--- src/rtl/i2cmbe_pkg.sv ---
// Shared definitions for the I2C master byte engine: command codes,
// reset constants and the packed request and result types.
// No dependencies.
package i2cmbe_pkg;

  localparam int unsigned DataW = 8;
  localparam int unsigned CmdW  = 3;

  localparam logic [CmdW-1:0] CMD_NONE  = 3'd0;
  localparam logic [CmdW-1:0] CMD_START = 3'd1;
  localparam logic [CmdW-1:0] CMD_STOP  = 3'd2;
  localparam logic [CmdW-1:0] CMD_WRITE = 3'd3;
  localparam logic [CmdW-1:0] CMD_READ  = 3'd4;
  localparam logic [CmdW-1:0] CMD_WAIT  = 3'd5;

  localparam logic [DataW-1:0] ACK_TIMEOUT_RST = 8'd100;

  typedef struct packed {
    logic [CmdW-1:0]  req_type;
    logic [DataW-1:0] wr_data;
    logic             send_ack;
    logic             sda_in;
  } req_t;

  typedef struct packed {
    logic             scl_out;
    logic             sda_out;
    logic             busy_res;
    logic             done_res;
    logic [DataW-1:0] rd_data;
    logic             ack_fail;
  } res_t;

endpackage

--- src/rtl/i2cmbe_req_if.sv ---
// Tick request channel of the I2C master byte engine.
// Depends on i2cmbe_pkg for field widths.
interface i2cmbe_req_if;
  logic                          valid;
  logic                          ready;
  logic [i2cmbe_pkg::CmdW-1:0]   req_type;
  logic [i2cmbe_pkg::DataW-1:0]  wr_data;
  logic                          send_ack;
  logic                          sda_in;

  modport source (output valid, req_type, wr_data, send_ack, sda_in, input ready);
  modport sink (input valid, req_type, wr_data, send_ack, sda_in, output ready);
endinterface

--- src/rtl/i2cmbe_res_if.sv ---
// Tick result channel of the I2C master byte engine.
// Depends on i2cmbe_pkg for field widths.
interface i2cmbe_res_if;
  logic                          valid;
  logic                          ready;
  logic                          scl_out;
  logic                          sda_out;
  logic                          busy_res;
  logic                          done_res;
  logic [i2cmbe_pkg::DataW-1:0]  rd_data;
  logic                          ack_fail;

  modport source (output valid, scl_out, sda_out, busy_res, done_res, rd_data, ack_fail,
                  input ready);
  modport sink (input valid, scl_out, sda_out, busy_res, done_res, rd_data, ack_fail,
                output ready);
endinterface

--- src/rtl/i2cmbe_cfg_if.sv ---
// Configuration write channel carrying the acknowledge timeout.
// Depends on i2cmbe_pkg for the data width.
interface i2cmbe_cfg_if;
  logic                          valid;
  logic                          ready;
  logic [i2cmbe_pkg::DataW-1:0]  ack_timeout;

  modport source (output valid, ack_timeout, input ready);
  modport sink (input valid, ack_timeout, output ready);
endinterface

--- src/rtl/i2cmbe_core.sv ---
// Bus sequencer state and its single-tick next-state logic.
// Depends on i2cmbe_pkg for command codes and the request and result types.
module i2cmbe_core (
  input  logic                          clk_i,
  input  logic                          rst_ni,
  input  logic                          accept_i,
  input  i2cmbe_pkg::req_t              req_i,
  input  logic [i2cmbe_pkg::DataW-1:0]  ack_timeout_i,
  output i2cmbe_pkg::res_t              res_o
);

  logic [i2cmbe_pkg::CmdW-1:0]  cmd_q, cmd_d;
  logic [1:0]                   phase_q, phase_d;
  logic [3:0]                   bit_idx_q, bit_idx_d;
  logic [i2cmbe_pkg::DataW-1:0] shift_q, shift_d;
  logic [i2cmbe_pkg::DataW-1:0] wait_q, wait_d;
  logic [i2cmbe_pkg::DataW-1:0] rd_q, rd_d;
  logic                         scl_q, scl_d;
  logic                         sda_q, sda_d;
  logic                         ack_choice_q, ack_choice_d;
  logic                         fail_q, fail_d;
  logic                         pend_q, pend_d;
  logic                         done;

  always_comb begin
    cmd_d        = cmd_q;
    phase_d      = phase_q;
    bit_idx_d    = bit_idx_q;
    shift_d      = shift_q;
    wait_d       = wait_q;
    rd_d         = rd_q;
    scl_d        = scl_q;
    sda_d        = sda_q;
    ack_choice_d = ack_choice_q;
    fail_d       = fail_q;
    pend_d       = pend_q;
    done         = 1'b0;

    if ((cmd_q == i2cmbe_pkg::CMD_NONE) &&
        (req_i.req_type inside {[i2cmbe_pkg::CMD_START:i2cmbe_pkg::CMD_WAIT]})) begin
      cmd_d     = req_i.req_type;
      phase_d   = 2'd0;
      bit_idx_d = 4'd0;
      wait_d    = '0;
      pend_d    = 1'b0;
      if (req_i.req_type == i2cmbe_pkg::CMD_WRITE) begin
        shift_d = req_i.wr_data;
      end
      if (req_i.req_type == i2cmbe_pkg::CMD_READ) begin
        shift_d      = '0;
        ack_choice_d = req_i.send_ack;
      end
      if (req_i.req_type == i2cmbe_pkg::CMD_WAIT) begin
        fail_d = 1'b0;
      end
    end

    case (cmd_d)
      i2cmbe_pkg::CMD_START: begin
        case (phase_d)
          2'd0: begin
            sda_d = 1'b1;
            phase_d = 2'd1;
          end
          2'd1: begin
            scl_d = 1'b1;
            phase_d = 2'd2;
          end
          2'd2: begin
            sda_d = 1'b0;
            phase_d = 2'd3;
          end
          default: begin
            scl_d = 1'b0;
            done = 1'b1;
          end
        endcase
      end
      i2cmbe_pkg::CMD_STOP: begin
        case (phase_d)
          2'd0: begin
            scl_d = 1'b0;
            sda_d = 1'b0;
            phase_d = 2'd1;
          end
          2'd1: begin
            scl_d = 1'b1;
            phase_d = 2'd2;
          end
          default: begin
            sda_d = 1'b1;
            if (pend_d) begin
              fail_d = 1'b1;
              pend_d = 1'b0;
            end
            done = 1'b1;
          end
        endcase
      end
      i2cmbe_pkg::CMD_WRITE: begin
        if (!bit_idx_d[3]) begin
          if (phase_d == 2'd0) begin
            scl_d = 1'b0;
            sda_d = shift_d[i2cmbe_pkg::DataW-1];
            phase_d = 2'd1;
          end else begin
            scl_d = 1'b1;
            shift_d = {shift_d[i2cmbe_pkg::DataW-2:0], 1'b0};
            bit_idx_d = bit_idx_d + 4'd1;
            phase_d = 2'd0;
          end
        end else begin
          scl_d = 1'b0;
          done = 1'b1;
        end
      end
      i2cmbe_pkg::CMD_READ: begin
        if (!bit_idx_d[3]) begin
          if (phase_d == 2'd0) begin
            scl_d = 1'b0;
            sda_d = 1'b1;
            phase_d = 2'd1;
          end else begin
            scl_d = 1'b1;
            shift_d = {shift_d[i2cmbe_pkg::DataW-2:0], req_i.sda_in};
            bit_idx_d = bit_idx_d + 4'd1;
            phase_d = 2'd0;
            if (bit_idx_d[3]) begin
              rd_d = shift_d;
            end
          end
        end else begin
          case (phase_d)
            2'd0: begin
              scl_d = 1'b0;
              sda_d = ~ack_choice_d;
              phase_d = 2'd1;
            end
            2'd1: begin
              scl_d = 1'b1;
              phase_d = 2'd2;
            end
            default: begin
              scl_d = 1'b0;
              done = 1'b1;
            end
          endcase
        end
      end
      i2cmbe_pkg::CMD_WAIT: begin
        if (phase_d == 2'd0) begin
          scl_d = 1'b1;
          sda_d = 1'b1;
          phase_d = 2'd1;
        end else if (!req_i.sda_in) begin
          scl_d = 1'b0;
          done = 1'b1;
        end else if (wait_d >= ack_timeout_i) begin
          // The timeout falls straight into the first tick of a stop condition.
          pend_d = 1'b1;
          cmd_d = i2cmbe_pkg::CMD_STOP;
          scl_d = 1'b0;
          sda_d = 1'b0;
          phase_d = 2'd1;
        end else begin
          wait_d = wait_d + 8'd1;
        end
      end
      default: begin
      end
    endcase

    if (done) begin
      cmd_d = i2cmbe_pkg::CMD_NONE;
      phase_d = 2'd0;
    end
  end

  always_ff @(posedge clk_i or negedge rst_ni) begin
    if (!rst_ni) begin
      cmd_q        <= i2cmbe_pkg::CMD_NONE;
      phase_q      <= 2'd0;
      bit_idx_q    <= 4'd0;
      shift_q      <= '0;
      wait_q       <= '0;
      rd_q         <= '0;
      scl_q        <= 1'b1;
      sda_q        <= 1'b1;
      ack_choice_q <= 1'b0;
      fail_q       <= 1'b0;
      pend_q       <= 1'b0;
    end else if (accept_i) begin
      cmd_q        <= cmd_d;
      phase_q      <= phase_d;
      bit_idx_q    <= bit_idx_d;
      shift_q      <= shift_d;
      wait_q       <= wait_d;
      rd_q         <= rd_d;
      scl_q        <= scl_d;
      sda_q        <= sda_d;
      ack_choice_q <= ack_choice_d;
      fail_q       <= fail_d;
      pend_q       <= pend_d;
    end
  end

  always_comb begin
    res_o.scl_out  = scl_d;
    res_o.sda_out  = sda_d;
    res_o.busy_res = (cmd_d != i2cmbe_pkg::CMD_NONE);
    res_o.done_res = done;
    res_o.rd_data  = rd_d;
    res_o.ack_fail = fail_d;
  end

endmodule

--- src/rtl/i2cmbe_out_buf.sv ---
// Result register with a skid stage in front of the result channel.
// Depends on i2cmbe_pkg for the result type and on i2cmbe_res_if.
module i2cmbe_out_buf (
  input  logic              clk_i,
  input  logic              rst_ni,
  input  logic              push_i,
  input  i2cmbe_pkg::res_t  data_i,
  output logic              ready_o,
  i2cmbe_res_if.source      res_o
);

  i2cmbe_pkg::res_t out_q, skid_q;
  logic             out_valid_q, skid_valid_q;
  logic             out_free;

  assign ready_o  = ~skid_valid_q;
  assign out_free = ~out_valid_q | res_o.ready;

  always_ff @(posedge clk_i or negedge rst_ni) begin
    if (!rst_ni) begin
      out_valid_q  <= 1'b0;
      skid_valid_q <= 1'b0;
    end else if (out_free) begin
      if (skid_valid_q) begin
        out_valid_q  <= 1'b1;
        skid_valid_q <= push_i;
      end else begin
        out_valid_q  <= push_i;
      end
    end else if (push_i) begin
      skid_valid_q <= 1'b1;
    end
  end

  always_ff @(posedge clk_i) begin
    if (out_free) begin
      if (skid_valid_q) begin
        out_q  <= skid_q;
        skid_q <= data_i;
      end else begin
        out_q  <= data_i;
      end
    end else if (push_i) begin
      skid_q <= data_i;
    end
  end

  assign res_o.valid    = out_valid_q;
  assign res_o.scl_out  = out_q.scl_out;
  assign res_o.sda_out  = out_q.sda_out;
  assign res_o.busy_res = out_q.busy_res;
  assign res_o.done_res = out_q.done_res;
  assign res_o.rd_data  = out_q.rd_data;
  assign res_o.ack_fail = out_q.ack_fail;

endmodule

--- src/rtl/i2cmbe_timeout_reg.sv ---
// Acknowledge timeout configuration register behind its write channel.
// Depends on i2cmbe_pkg and i2cmbe_cfg_if.
module i2cmbe_timeout_reg (
  input  logic                          clk_i,
  input  logic                          rst_ni,
  i2cmbe_cfg_if.sink                    cfg_i,
  output logic [i2cmbe_pkg::DataW-1:0]  ack_timeout_o
);

  logic [i2cmbe_pkg::DataW-1:0] timeout_q;

  assign cfg_i.ready   = 1'b1;
  assign ack_timeout_o = timeout_q;

  always_ff @(posedge clk_i or negedge rst_ni) begin
    if (!rst_ni) begin
      timeout_q <= i2cmbe_pkg::ACK_TIMEOUT_RST;
    end else if (cfg_i.valid) begin
      timeout_q <= cfg_i.ack_timeout;
    end
  end

endmodule

--- src/rtl/i2c_master_byte_engine.sv ---
// Top level of the I2C master byte engine.
// Depends on i2cmbe_pkg, the channel interfaces, i2cmbe_core,
// i2cmbe_timeout_reg and i2cmbe_out_buf.
//
// Each transfer on req_i is one bus timing tick: a command (taken only while
// idle) together with the sampled SDA level. Each accepted tick yields exactly
// one transfer on res_o with the driven SCL and SDA levels, busy, done, the
// last read byte and the acknowledge failure flag.
// One tick is accepted every clock cycle while req_i.ready is high; its result
// is registered before it shows on res_o. The sequencer state is updated in
// the accepting cycle, so the next tick can follow immediately.
// If the receiver stalls, one further result is held in a skid stage and
// req_i.ready falls only once both the result register and the skid stage
// are full; it rises again in the cycle after res_o transfers.
// cfg_i writes the acknowledge timeout in ticks; it is always ready and must
// only be written while no command is in progress.
// After reset both bus lines are released high, no command is active, the
// timeout is 100 ticks and the read byte and failure flag are zero.
module i2c_master_byte_engine (
  input  logic          clk_i,
  input  logic          rst_ni,
  i2cmbe_req_if.sink    req_i,
  i2cmbe_res_if.source  res_o,
  i2cmbe_cfg_if.sink    cfg_i
);

  i2cmbe_pkg::req_t             req;
  i2cmbe_pkg::res_t             res;
  logic [i2cmbe_pkg::DataW-1:0] ack_timeout;
  logic                         buf_ready;
  logic                         accept;

  assign req.req_type = req_i.req_type;
  assign req.wr_data  = req_i.wr_data;
  assign req.send_ack = req_i.send_ack;
  assign req.sda_in   = req_i.sda_in;

  assign req_i.ready = buf_ready;
  assign accept      = req_i.valid & buf_ready;

  i2cmbe_timeout_reg u_timeout (
    .clk_i         (clk_i),
    .rst_ni        (rst_ni),
    .cfg_i         (cfg_i),
    .ack_timeout_o (ack_timeout)
  );

  i2cmbe_core u_core (
    .clk_i         (clk_i),
    .rst_ni        (rst_ni),
    .accept_i      (accept),
    .req_i         (req),
    .ack_timeout_i (ack_timeout),
    .res_o         (res)
  );

  i2cmbe_out_buf u_out_buf (
    .clk_i   (clk_i),
    .rst_ni  (rst_ni),
    .push_i  (accept),
    .data_i  (res),
    .ready_o (buf_ready),
    .res_o   (res_o)
  );

endmodule

--- src/flat_wrapper.sv ---
// flat-port wrapper written by rule: the top's interface ports become plain ports
module i2c_master_byte_engine_flat 
  (clk_i, rst_ni, req_i_valid, req_i_req_type, req_i_wr_data, req_i_send_ack, req_i_sda_in, req_i_ready, res_o_valid, res_o_scl_out, res_o_sda_out, res_o_busy_res, res_o_done_res, res_o_rd_data, res_o_ack_fail, res_o_ready, cfg_i_valid, cfg_i_ack_timeout, cfg_i_ready);
  i2cmbe_req_if req_i_i ();
  i2cmbe_res_if res_o_i ();
  i2cmbe_cfg_if cfg_i_i ();
  input  logic clk_i;
  input  logic rst_ni;
  input wire logic [$bits(req_i_i.valid)-1:0] req_i_valid;
  input wire logic [$bits(req_i_i.req_type)-1:0] req_i_req_type;
  input wire logic [$bits(req_i_i.wr_data)-1:0] req_i_wr_data;
  input wire logic [$bits(req_i_i.send_ack)-1:0] req_i_send_ack;
  input wire logic [$bits(req_i_i.sda_in)-1:0] req_i_sda_in;
  output wire logic [$bits(req_i_i.ready)-1:0] req_i_ready;
  output wire logic [$bits(res_o_i.valid)-1:0] res_o_valid;
  output wire logic [$bits(res_o_i.scl_out)-1:0] res_o_scl_out;
  output wire logic [$bits(res_o_i.sda_out)-1:0] res_o_sda_out;
  output wire logic [$bits(res_o_i.busy_res)-1:0] res_o_busy_res;
  output wire logic [$bits(res_o_i.done_res)-1:0] res_o_done_res;
  output wire logic [$bits(res_o_i.rd_data)-1:0] res_o_rd_data;
  output wire logic [$bits(res_o_i.ack_fail)-1:0] res_o_ack_fail;
  input wire logic [$bits(res_o_i.ready)-1:0] res_o_ready;
  input wire logic [$bits(cfg_i_i.valid)-1:0] cfg_i_valid;
  input wire logic [$bits(cfg_i_i.ack_timeout)-1:0] cfg_i_ack_timeout;
  output wire logic [$bits(cfg_i_i.ready)-1:0] cfg_i_ready;
  assign req_i_i.valid = req_i_valid;
  assign req_i_i.req_type = req_i_req_type;
  assign req_i_i.wr_data = req_i_wr_data;
  assign req_i_i.send_ack = req_i_send_ack;
  assign req_i_i.sda_in = req_i_sda_in;
  assign req_i_ready = req_i_i.ready;
  assign res_o_valid = res_o_i.valid;
  assign res_o_scl_out = res_o_i.scl_out;
  assign res_o_sda_out = res_o_i.sda_out;
  assign res_o_busy_res = res_o_i.busy_res;
  assign res_o_done_res = res_o_i.done_res;
  assign res_o_rd_data = res_o_i.rd_data;
  assign res_o_ack_fail = res_o_i.ack_fail;
  assign res_o_i.ready = res_o_ready;
  assign cfg_i_i.valid = cfg_i_valid;
  assign cfg_i_i.ack_timeout = cfg_i_ack_timeout;
  assign cfg_i_ready = cfg_i_i.ready;
  i2c_master_byte_engine u_core (.clk_i(clk_i), .rst_ni(rst_ni), .req_i(req_i_i), .res_o(res_o_i), .cfg_i(cfg_i_i));
endmodule
--- config.mk ---
export PLATFORM = sky130hd
export DESIGN_NAME = i2c_master_byte_engine_flat
export DESIGN_NICKNAME = d
export VERILOG_FILES = /design/src/rtl/i2cmbe_pkg.sv /design/src/rtl/i2cmbe_req_if.sv /design/src/rtl/i2cmbe_res_if.sv /design/src/rtl/i2cmbe_cfg_if.sv /design/src/rtl/i2cmbe_core.sv /design/src/rtl/i2cmbe_out_buf.sv /design/src/rtl/i2cmbe_timeout_reg.sv /design/src/rtl/i2c_master_byte_engine.sv /design/src/flat_wrapper.sv
export SDC_FILE = /design/constraint.sdc
export NUM_CORES = 1
export LEC_CHECK = 0
export BUFFER_PORTS_ARGS = -buffer_cell sky130_fd_sc_hd__buf_2
export CAP_MARGIN = 15
export CORE_UTILIZATION = 41
export CTS_CLUSTER_DIAMETER = 100
export DETAILED_ROUTE_END_ITERATION = 7
export PLACE_DENSITY_LB_ADDON = 0.3
export SETUP_SLACK_MARGIN = 0.1
export SLEW_MARGIN = 15
export SYNTH_ARGS = -nofsm -noshare
export SYNTH_HDL_FRONTEND = slang
export SYNTH_HIERARCHICAL = 1
export SYNTH_SLANG_ARGS = --single-unit
export TNS_END_PERCENT = 30
--- constraint.sdc ---
create_clock -name clk_i -period 5.05 [get_ports clk_i]
set_input_delay 0.7575 -clock clk_i [delete_from_list [all_inputs] [get_ports clk_i]]
set_output_delay 0.7575 -clock clk_i [all_outputs]
set_load 0.02 [all_outputs]
==> metrics.md <==
| Metric | Value |
|---|---|
| Fin crit share | `85.9%` |
| Post-synth top area cell | `dfrtp_1` |
| Top-count cell post-synth | `dfrtp_1` |
| Avg Vias per Cell | `5.52` |
| Logic pwr share | `40.9%` |
| Int Pwr | `1.43 mW` |
| First-pass GRT wire length | `15.6 mm` |
| Initial antenna violation count | `0` |
| Routability Congestion | `0.928` |
| Setup WS pre-CTS | `694 ps` |
| Worst-path maximum fanout | `17` |
| Cts bufs inserted | `9` |
| Actual slew at the worst max-slew pin | `877 ps` |
| Crit path largest cell delay | `620 ps` |
| Die area | `0.0113 mm2` |
| GR Overflow Total | `0` |
| Predominant post-synthesis flop cell | `dfrtp_1` |
| Core area | `0.0104 mm2` |
| Final WL | `9.34 mm` |
| Flops & latches, synth | `74` |
| Sequential power share | `38.7%` |
| Nets | `478` |
| Clock root buffer | `clkbuf_8` |
| Worst hold slack | `497 ps` |
| Share of layout cells above drive strength 1 | `28.1%` |
| Yosys warnings | `6` |
| Reg2reg path depth | `11` |
| Crit-path cells | `or3_4 > or3_1 > and2_1 > ha_1 > nor2_1 > a211o_1 > a311oi_2 > o41ai_1 > nor4_1 > nor2_1 > mux2_2` |
| Post-Syn Instances | `413` |
| CP startpoint | `u_core/u_core/cmd_q[1]` |
| Pins Over Slew Limit | `0` |
| Final setup viols | `0` |
| Drt wl/cell | `16.1 um` |
| Die extent in y | `106 um` |
| Post-CTS resize count | `0` |
| Crit start category | `flip-flop` |
| Peak supply drop | `0.292 mV` |
| Synth unique cells | `75` |
| Die X | `106 um` |
| RSZ-0062 raised after global routing | `false` |
| # DRC | `0` |
| Area contributors post-synth | `dfrtp_1 (24%), edfxtp_1 (18%), mux2_2 (6.8%)` |
| Row cnt | `37` |
| Net switching power | `0.941 mW` |
| Post-Synthesis Cell Area | `0.00445 mm2` |
| Reg-to-reg endpoint | `u_core/u_out_buf/res_o.scl_out` |
| Detailed Route Iter0 Violations | `185` |
| Fmax achieved | `0.231 GHz` |
| Most common library cells after synthesis | `dfrtp_1 (43), nor2_1 (41), a21oi_1 (32)` |
| CTS tree | `built` |
| CTS clock-pin slew for the worst setup and hold paths | `90 ps` |
| Area growth syn-to-layout | `8.67%` |
| Initial core utilization | `42.7%` |
| Sequential area share after synthesis | `44.7%` |
| CTS Hold Bufs | `0` |
| Vias in the first global route | `3099` |
| Routed Antenna Nets | `0` |
| Period minus WS final | `4340 ps` |
| Top-area cell type share of the netlist area | `24.2%` |
| H-tree Lvls | `3` |
| Clk_skew | `8.42 ps` |
| Fin util | `46.4%` |
| Max_slew headroom | `40.9%` |
| Setup WS post-layout | `712 ps` |
| Largest net degree at the start of global routing | `49` |
| Arr. time, crit path | `4440 ps` |
| Clk pwr share | `20.4%` |
| Post-CTS Setup Bufs | `0` |
| Max Cap Violations | `0` |
| Crit Path Category | `reg2reg` |
| Number of I/O pins | `42` |
| Worst Path Required | `5160 ps` |
| Clock Sinks | `74` |
| Outcome | `finished, final reports clean` |
| Setup TNS | `0 ps` |
| FFs w/ async S/R, synth | `64.9%` |
| CP max stage cell | `or3_1` |
| Antenna cell count | `0` |
| Drt first pass iters | `5` |
| Max Root-Sink Buffers | `2` |
| Syn_nets | `451` |
| Total Routing Usage GR | `17.6%` |
| Worst R2R Start | `u_core/u_core/cmd_q[1]` |
| Fillers | `997` |
| Final Hold Fails | `0` |
| EDFF count, synth | `26` |
| Clk_lat worst skew | `350 ps` |
| Setup crit end kind | `flip-flop` |
| Leakage | `2.08 nW` |
| Hold Crit Class | `in2async` |
| IO buf count | `40` |
| Sw frac | `39.6%` |
| Total number of vias | `3210` |
| Most Frequent Cell on Critical Path | `nor2_1` |
| Total power divided by cell area | `491 mW/mm2` |
| Mean Syn Cell Area | `10.8 um2` |
| Register-to-register setup slack | `710 ps` |
| DP Wirelength | `6.67 mm` |
-- worst max-delay path: cells and delay by family (launching register included) --
family / cells / cell delay, ps
compound gates: 3 / 980
simple gates: 6 / 1980
fa+ha+maj: 1 / 300
flops: 1 / 560
mux: 1 / 270
-- cell usage in the layout, fill, tap and decap left out, drive strengths merged, types with 5 or more instances in the layout --
cell    count
dfrtp      43
mux2i      11
buf        46
inv        25
or3         5
a21oi      32
nand4       5
o21ai      11
edfxtp     26
mux2       42
o31ai       7
ha         12
xor2        6
nand2      28
and2       12
dfstp       5
nor2       42
clkbuf      9
nor3       13
-- flip-flops by register name, indices dropped and copies added, names as in the netlist --
name	cells
u_core/u_core/pend_q	1
u_core/u_out_buf/res_o.done_res	1
u_core/u_core/cmd_q	3
u_core/u_core/sda_q	1
u_core/u_core/wait_q	8
u_core/u_out_buf/res_o.scl_out	1
u_core/u_out_buf/res_o.valid	1
u_core/u_core/scl_q	1
u_core/u_core/phase_q	2
u_core/u_out_buf/res_o.sda_out	1
u_core/u_core/fail_q	1
u_core/u_out_buf/skid_valid_q	1
u_core/u_core/bit_idx_q	4
u_core/u_timeout/ack_timeout_o	8
u_core/u_core/shift_q	8
u_core/u_out_buf/skid_q	13
u_core/u_out_buf/res_o.rd_data	8
u_core/u_out_buf/res_o.ack_fail	1
u_core/u_core/rd_q	8
u_core/u_out_buf/res_o.busy_res	1
u_core/u_core/ack_choice_q	1
-- stage by stage --
stage	instance area, um2	power, mW	cells
2_1_floorplan	4450	1.73	413
3_3_place_gp	4630	1.87	565
3_5_place_dp	4630	1.89	565
4_1_cts	4830	2.38	581
5_1_grt	4830	2.53	581
6_report	4830	2.37	581
-- layer usage --
| metal | track usage [%] | wire length, um | vias up |
|---|---|---|---|
| met2 | 28.5 | 4390 | 109 |
| met4 | 5.16 | 102 | 0 |
| met1 | 23.6 | 4320 | 1544 |
| met5 | 0 | 0 | - |
| met3 | 3.68 | 527 | 11 |
| li1 | - | - | 1546 |
-- power groups by stage --
stage / Clock [mW] / Combinational (mW) / Sequential, mW
global route: 0.521 / 1.07 / 0.939
global placement: 0 / 0.946 / 0.926
finish: 0.483 / 0.972 / 0.919
floorplan: 0 / 0.813 / 0.919
CTS: 0.503 / 0.963 / 0.918
detailed placement: 0 / 0.957 / 0.931
-- final cells by class --
class                           instances  area, um2  share of cell area [%]
Clock buffer                            9        124                    2.56
Clock inverter                          7       82.6                    1.71
Timing Repair Buffer                   46        245                    5.08
Sequential cell                        74       1990                    41.1
Tap cell                              136        170                    3.52
Multi-Input combinational cell        288       2140                    44.4
Inverter                               21       78.8                    1.63
-- kinds of logic (layout without fill, tap and decap cells) --
kind of cell	count (synthesis)	after routing	share of synthesized area, %
AO/OA/AOI/OAI	86	86	13.5
multiplexers	53	53	14.4
XOR/XNOR	7	7	1.38
buffers and inverters	51	83	7.09
flip-flops	74	74	44.7
other	1	1	0.0843
AND/OR/NAND/NOR	128	128	15.3
adder cells (fa/ha/maj)	13	13	3.63
-- how the worst max path moves through the flow --
stage,to,slack [ps]
6_report,u_core/u_out_buf/res_o.scl_out,710
5_1_grt,u_core/u_out_buf/res_o.scl_out,410
4_1_cts,u_core/u_out_buf/res_o.scl_out,780
3_5_place_dp,u_core/u_out_buf/res_o.scl_out,690
3_3_place_gp,u_core/u_out_buf/res_o.scl_out,850
2_1_floorplan,u_core/u_out_buf/res_o.sda_out,1080
No activity file was read; power rests on OpenSTA's default activity.
